$ cat src/arxp_pkg.sv
// Package with the types, constants and round functions of the ARX permutation unit.
`default_nettype none

package arxp_pkg;

   // One state word and groupings of words.
   typedef logic [31:0]      word_type;
   typedef logic [3:0][31:0] quad_type;
   typedef logic [7:0][31:0] state_type;

   // Request payload: the state before the permutation.
   typedef struct packed {
      word_type in_w7;
      word_type in_w6;
      word_type in_w5;
      word_type in_w4;
      word_type in_w3;
      word_type in_w2;
      word_type in_w1;
      word_type in_w0;
   } arxp_req_type;

   // Response payload: the state after all rounds.
   typedef struct packed {
      word_type out_w7;
      word_type out_w6;
      word_type out_w5;
      word_type out_w4;
      word_type out_w3;
      word_type out_w2;
      word_type out_w1;
      word_type out_w0;
   } arxp_rsp_type;

   // Kinds of pipeline stage within one round.
   localparam int KIND_MIX_XOR = 0;
   localparam int KIND_MIX_ADD = 1;
   localparam int KIND_PERM    = 2;

   // Four mixing steps of two stages each, then the permutation stage.
   localparam int MIX_STEPS        = 4;
   localparam int STAGES_PER_ROUND = 2 * MIX_STEPS + 1;

   // Rotation amounts of the mixing step.
   localparam int unsigned ROT_PRE_BASE  = 7;
   localparam int unsigned ROT_POST_BASE = 9;
   localparam int unsigned MIX_OFFS [0:1][0:3] = '{'{1, 2, 3, 5}, '{7, 11, 13, 17}};

   // Left rotation by a constant amount.
   function automatic word_type rotl32(word_type x, int unsigned n);
      logic [63:0] dbl;
      dbl = {x, x} << n[4:0];
      return dbl[63:32];
   endfunction

   // First half of mixing step j in both halves: xor with the sum, then rotate.
   function automatic state_type mix_pre(state_type w, logic [1:0] j);
      state_type res;
      logic [2:0] ix, ip, iq, ir;
      res = w;
      for (int h = 0; h < 2; h++) begin
         ix = {h[0], j};
         ip = {h[0], j + 2'd1};
         iq = {h[0], j + 2'd2};
         ir = {h[0], j + 2'd3};
         res[ix] = rotl32(w[ix] ^ (w[ip] + w[iq] + w[ir]),
                          ROT_PRE_BASE + MIX_OFFS[h][j]);
      end
      return res;
   endfunction

   // Second half of mixing step j: add the xor of the others, then rotate.
   function automatic state_type mix_post(state_type w, logic [1:0] j);
      state_type res;
      logic [2:0] ix, ip, iq, ir;
      res = w;
      for (int h = 0; h < 2; h++) begin
         ix = {h[0], j};
         ip = {h[0], j + 2'd1};
         iq = {h[0], j + 2'd2};
         ir = {h[0], j + 2'd3};
         res[ix] = rotl32(w[ix] + (w[ip] ^ w[iq] ^ w[ir]),
                          ROT_POST_BASE + MIX_OFFS[h][j]);
      end
      return res;
   endfunction

   // One bit-permutation pass: exchange bits where the key is clear, then rotate.
   function automatic quad_type perm_pass(quad_type a, quad_type k);
      quad_type res;
      word_type diff;
      res = a;
      diff = (res[0] ^ res[1]) & ~k[0];
      res[0] = res[0] ^ diff;
      res[1] = res[1] ^ diff;
      diff = (res[2] ^ res[3]) & ~k[1];
      res[2] = res[2] ^ diff;
      res[3] = res[3] ^ diff;
      res[0] = rotl32(res[0], 1);
      res[1] = rotl32(res[1], 2);
      res[2] = rotl32(res[2], 3);
      res[3] = rotl32(res[3], 5);
      diff = (res[0] ^ res[2]) & ~k[2];
      res[0] = res[0] ^ diff;
      res[2] = res[2] ^ diff;
      diff = (res[1] ^ res[3]) & ~k[3];
      res[1] = res[1] ^ diff;
      res[3] = res[3] ^ diff;
      res[0] = rotl32(res[0], 8);
      res[1] = rotl32(res[1], 16);
      res[2] = rotl32(res[2], 24);
      res[3] = rotl32(res[3], 4);
      return res;
   endfunction

   // Both passes of a round: upper half keyed by the lower, then the reverse.
   function automatic state_type bit_perm(state_type w);
      state_type res;
      res = w;
      res[7:4] = perm_pass(w[7:4], w[3:0]);
      res[3:0] = perm_pass(w[3:0], res[7:4]);
      return res;
   endfunction

endpackage

`default_nettype wire

$ cat src/arxp_stage.sv
// One pipeline cell: a registered part of a round with its valid flag.
`default_nettype none

module arxp_stage
   import arxp_pkg::*;
#(
   parameter int KIND    = KIND_MIX_XOR,
   parameter int MIX_IDX = 0
) (
   input  wire logic      clock,
   input  wire logic      reset,
   input  wire logic      up_valid,
   output logic           up_ready,
   input  wire state_type up_data,
   output logic           dn_valid,
   input  wire logic      dn_ready,
   output state_type      dn_data
);

   logic      valid_ff;
   logic      valid_in;
   state_type data_ff;
   state_type data_in;

   // The operation of this cell, fixed at elaboration.
   generate
      if (KIND == KIND_MIX_XOR) begin : g_xor
         assign data_in = mix_pre(up_data, MIX_IDX[1:0]);
      end else if (KIND == KIND_MIX_ADD) begin : g_add
         assign data_in = mix_post(up_data, MIX_IDX[1:0]);
      end else begin : g_perm
         assign data_in = bit_perm(up_data);
      end
   endgenerate

   // The cell takes a transfer when it is empty or its content moves on.
   assign up_ready = !valid_ff || dn_ready;
   assign valid_in = up_ready ? up_valid : valid_ff;

   always_ff @(posedge clock) begin
      if (reset) begin
         valid_ff <= 1'b0;
      end else begin
         valid_ff <= valid_in;
      end
   end

   // Payload needs no reset.
   always_ff @(posedge clock) begin
      if (up_ready && up_valid) begin
         data_ff <= data_in;
      end
   end

   assign dn_valid = valid_ff;
   assign dn_data  = data_ff;

endmodule

`default_nettype wire

$ cat src/arxp_round_cell.sv
// One full round: four two-stage mixing steps followed by the permutation stage.
`default_nettype none

module arxp_round_cell
   import arxp_pkg::*;
(
   input  wire logic      clock,
   input  wire logic      reset,
   input  wire logic      up_valid,
   output logic           up_ready,
   input  wire state_type up_data,
   output logic           dn_valid,
   input  wire logic      dn_ready,
   output state_type      dn_data
);

   logic      valid_chain [0:STAGES_PER_ROUND];
   logic      ready_chain [0:STAGES_PER_ROUND];
   state_type data_chain  [0:STAGES_PER_ROUND];

   assign valid_chain[0] = up_valid;
   assign up_ready       = ready_chain[0];
   assign data_chain[0]  = up_data;

   // Mixing steps: the xor-and-rotate stage, then the add-and-rotate stage.
   for (genvar m = 0; m < MIX_STEPS; m++) begin : g_mix
      arxp_stage #(
         .KIND    (KIND_MIX_XOR),
         .MIX_IDX (m)
      ) u_pre (
         .clock    (clock),
         .reset    (reset),
         .up_valid (valid_chain[2*m]),
         .up_ready (ready_chain[2*m]),
         .up_data  (data_chain[2*m]),
         .dn_valid (valid_chain[2*m+1]),
         .dn_ready (ready_chain[2*m+1]),
         .dn_data  (data_chain[2*m+1])
      );

      arxp_stage #(
         .KIND    (KIND_MIX_ADD),
         .MIX_IDX (m)
      ) u_post (
         .clock    (clock),
         .reset    (reset),
         .up_valid (valid_chain[2*m+1]),
         .up_ready (ready_chain[2*m+1]),
         .up_data  (data_chain[2*m+1]),
         .dn_valid (valid_chain[2*m+2]),
         .dn_ready (ready_chain[2*m+2]),
         .dn_data  (data_chain[2*m+2])
      );
   end

   // Both bit-permutation passes of the round.
   arxp_stage #(
      .KIND    (KIND_PERM),
      .MIX_IDX (0)
   ) u_perm (
      .clock    (clock),
      .reset    (reset),
      .up_valid (valid_chain[STAGES_PER_ROUND-1]),
      .up_ready (ready_chain[STAGES_PER_ROUND-1]),
      .up_data  (data_chain[STAGES_PER_ROUND-1]),
      .dn_valid (valid_chain[STAGES_PER_ROUND]),
      .dn_ready (ready_chain[STAGES_PER_ROUND]),
      .dn_data  (data_chain[STAGES_PER_ROUND])
   );

   assign dn_valid                      = valid_chain[STAGES_PER_ROUND];
   assign ready_chain[STAGES_PER_ROUND] = dn_ready;
   assign dn_data                       = data_chain[STAGES_PER_ROUND];

endmodule

`default_nettype wire

$ cat config.mk
export PLATFORM = sky130hd
export DESIGN_NAME = arxp_round_cell
export DESIGN_NICKNAME = d
export VERILOG_FILES = /design/src/arxp_pkg.sv /design/src/arxp_stage.sv /design/src/arxp_round_cell.sv
export SDC_FILE = /design/constraint.sdc
export NUM_CORES = 2
export LEC_CHECK = 0
export BUFFER_PORTS_ARGS = -buffer_cell sky130_fd_sc_hd__buf_4
export CAP_MARGIN = 20
export CORE_ASPECT_RATIO = 0.5
export CORE_MARGIN = 10
export CORE_UTILIZATION = 50
export DETAILED_ROUTE_END_ITERATION = 6
export HOLD_SLACK_MARGIN = 0.02
export PLACE_DENSITY = 0.67
export SYNTH_ARGS = -nofsm -noshare
export SYNTH_HDL_FRONTEND = slang
export SYNTH_HIERARCHICAL = 1
export SYNTH_SLANG_ARGS = --single-unit
$ cat constraint.sdc
create_clock -name clock -period 8.9 [get_ports clock]
set_input_delay 0 -clock clock [delete_from_list [all_inputs] [get_ports clock]]
set_output_delay 0 -clock clock [all_outputs]
set_load 0.005 [all_outputs]
==> impl_metrics.json <==
{
  "status": "complete, no violations",
  "worstRegToRegCells": 12,
  "htreeDepth": 4,
  "hold_viol": 0,
  "drive_gt1_share_pct": 11.1,
  "cts_resized": 0,
  "place.gp.congestion": 0.980,
  "worst_pin_slew_ns": 1.09,
  "layout_worst_path_cycle_share_pct": 49.3,
  "finalMaxSlewViolations": 0,
  "hpwl_um": 297000,
  "antenna_found_initial": 14,
  "cts_tree": "yes",
  "core_area_um2": 228000,
  "synth.yosys.seq_area_share_pct": 60.6,
  "final_nets": 9969,
  "viasPerCell": 5.93,
  "synthTopCellsByArea": "edfxtp_1 (60%), xnor2_1 (7.9%), ha_1 (5.6%), fa_1 (4.6%), mux2i_1 (4.5%)",
  "insertion_delay_ns": 0.88,
  "synth_common_cells": "edfxtp_1 (2304), xnor2_1 (1032), mux2i_1 (518)",
  "r2r_start": "u_perm/dn_valid",
  "synth_seq_cells": 2313,
  "routed_wl_um": 368000,
  "cts_root_buf": "clkbuf_16",
  "finalSetupTns_ns": 0,
  "p_per_area_nw_per_um2": 214,
  "dr_total_vias": 72000,
  "p_leak_nw": 48.4,
  "first_global_vias": 68000,
  "yosysTopAreaCell": "edfxtp_1",
  "setup-violations-final": 0,
  "post_drt_wl_per_cell_um": 30.4,
  "critPathLaunchType": "input port",
  "cts_sinks": 2313,
  "ys.warnings.count": 6,
  "rsz0062_at_grt": "false",
  "grt_pass1_wl_um": 511000,
  "fin_crit_ns": 4.38,
  "row_count": 124,
  "crit_required_ns": 9.36,
  "cap_violations": 0,
  "io_buffers": 517,
  "yosysUniqueCellTypes": 124,
  "yosysTopAreaCellShare_pct": 60.4,
  "reg2reg_setup_slack_ns": 4.53,
  "synth_most_common_cell": "edfxtp_1",
  "synthCells": 7844,
  "async_flop_share_pct": 0,
  "postRouteAntennaNets": 0,
  "fillers": 17700,
  "slew_headroom_pct": 25.0,
  "first_pass_iters": 7,
  "crit_path_end": "g_mix[0].u_pre/dn_data[179]",
  "critPathArrivalTime_ns": 4.84,
  "area.growth.synth_to_final_pct": 16.4,
  "critical_path_class": "in2reg",
  "synth_top_flop_cell": "edfxtp_1",
  "end_kind": "register",
  "max_freq_mhz": 228,
  "synth_edf_count": 2304,
  "crit_fanout": 83,
  "grt_use_total_pct": 28.7,
  "dieArea_um2": 250000,
  "r2r-end": "g_mix[0].u_pre/dn_data[179]",
  "drt_iter0_markers": 9088,
  "min-delay-start": "up_data[130]",
  "drc_errors": 0,
  "die_w_um": 697,
  "die_y_um": 358,
  "clockBufferDepth": 4,
  "setup.worst_path.start": "dn_ready",
  "grt_start_max_net_pins": 187,
  "ir_drop_uv": 145,
  "setup_ws_ns": 4.52,
  "seqCellArea_um2": 69400,
  "start_util_pct": 50.2,
  "synth_area_per_cell_um2": 14.6,
  "cts.clk_slew.worst_paths_ns": 0.06,
  "skew_ns": 0.0503,
  "cts_buffers": 210,
  "boundaryPins": 518,
  "pre_cts_ws_ns": 4.73,
  "syn_nets": 8880,
  "hold_class": "in2reg",
  "grt-ovfl-total": 0,
  "syn_area_um2": 114000,
  "multi_input_area_um2": 43800
}
timing repair:
action | in CTS | in global routing
buffers inserted | 0 | 0
hold buffers | 460 | 0
hold endpoints to repair | 319 | 0
setup endpoints to repair | 0 | 0
layout make-up:
cell class | count | area share, %
diodes | 8 | 0.0150
flip-flops and latches | 2313 | 52.1
well taps | 3024 | 2.84
inverters | 216 | 0.608
clock buffers | 246 | 4.11
repair buffers | 999 | 6.57
multi-input cells | 5193 | 32.8
clock inverters | 131 | 0.954
worst max-delay path: stages:
cell           delay, ns
dlygate4sd3_1       0.54
buf_4               0.10
dlygate4sd3_1       0.53
nand2b_1            0.15
nand2b_1            0.16
nand2b_1            0.16
nand2b_1            0.15
nand2b_1            0.18
nand2b_1            0.36
nand2b_1            0.20
nand2b_1            0.17
nand2b_1            0.18
and2_4              0.41
buf_4               0.55
buf_4               0.85
state kept, by name, indices dropped and copies added, names as in the netlist:
register               cells
g_mix.u_post/dn_data    1024
u_perm/dn_valid            1
u_perm/dn_data           256
g_mix.u_post/dn_valid      4
g_mix.u_pre/dn_data     1024
g_mix.u_pre/dn_valid       4
kinds of logic (layout without fill, tap and decap cells):
family	after synthesis	in the layout	synth area share (%)
AO/OA/AOI/OAI	1545	1545	9.15
XOR/XNOR	1231	1231	9.42
adder cells (fa/ha/maj)	776	776	10.2
buffers and inverters	338	1592	1.20
flip-flops	2313	2313	60.6
multiplexers	520	520	4.55
other	0	8	0
AND/OR/NAND/NOR	1121	1121	4.89
metal layers:
layer / wire length, um / global-route usage (%) / vias to the layer above
met2: 150000 / 40.2 / 3590
met3: 31700 / 4.68 / 560
met5: 42 / 0 / -
met1: 173000 / 45.4 / 36100
met4: 13500 / 8.98 / 6
li1: - / - / 31700
worst min-delay path by stage:
stage	end	cells past startpoint
after floorplan	g_mix[0].u_post/dn_valid	1
after global placement	g_mix[0].u_pre/dn_data[64]	1
final	g_mix[0].u_pre/dn_data[144]	3
after CTS	g_mix[0].u_pre/dn_data[156]	4
after global routing	g_mix[0].u_pre/dn_data[31]	4
after detailed placement	g_mix[0].u_pre/dn_data[32]	1
cells in the final DEF (no fill, tap or decap), drive strengths merged, types with 34 or more instances in the layout:
master	n
fa	264
and2	41
dlygate4sd3	460
nand2	360
clkinv	86
nand3	124
and3	42
o21a	60
clkbuf	246
o211ai	46
a211oi	49
xor2	199
ha	512
xnor2	1032
buf	539
a21oi	534
nor2	215
o21bai	73
mux2i	518
inv	223
nor3	61
a21o	222
o31ai	34
nor2b	64
edfxtp	2304
nand4	93
o21ai	263
a31oi	48
nand2b	53
per-stage QoR:
step / instances / hold WS [ns] / total power (W) / utilization, % / area [um^2]
2_1_floorplan: 7844 / 0.0691 / 0.0173 / - / 114000
3_3_place_gp: 11300 / 0.191 / 0.0193 / 53.4 / 122000
3_5_place_dp: 11300 / 0.191 / 0.0193 / 53.4 / 122000
4_1_cts: 12100 / 0.0350 / 0.0285 / 58.4 / 133000
5_1_grt: 12100 / 0.0804 / 0.0296 / 58.4 / 133000
6_report: 12100 / 0.0904 / 0.0285 / 58.4 / 133000
power breakdown:
group	internal, W	total (W)	switching [W]
Clock	0.00505	0.00913	0.00408
Combinational	0.00249	0.00611	0.00362
Sequential	0.0127	0.0132	0.000517
Total	0.0203	0.0285	0.00822
No activity file was read; power rests on OpenSTA's default activity.
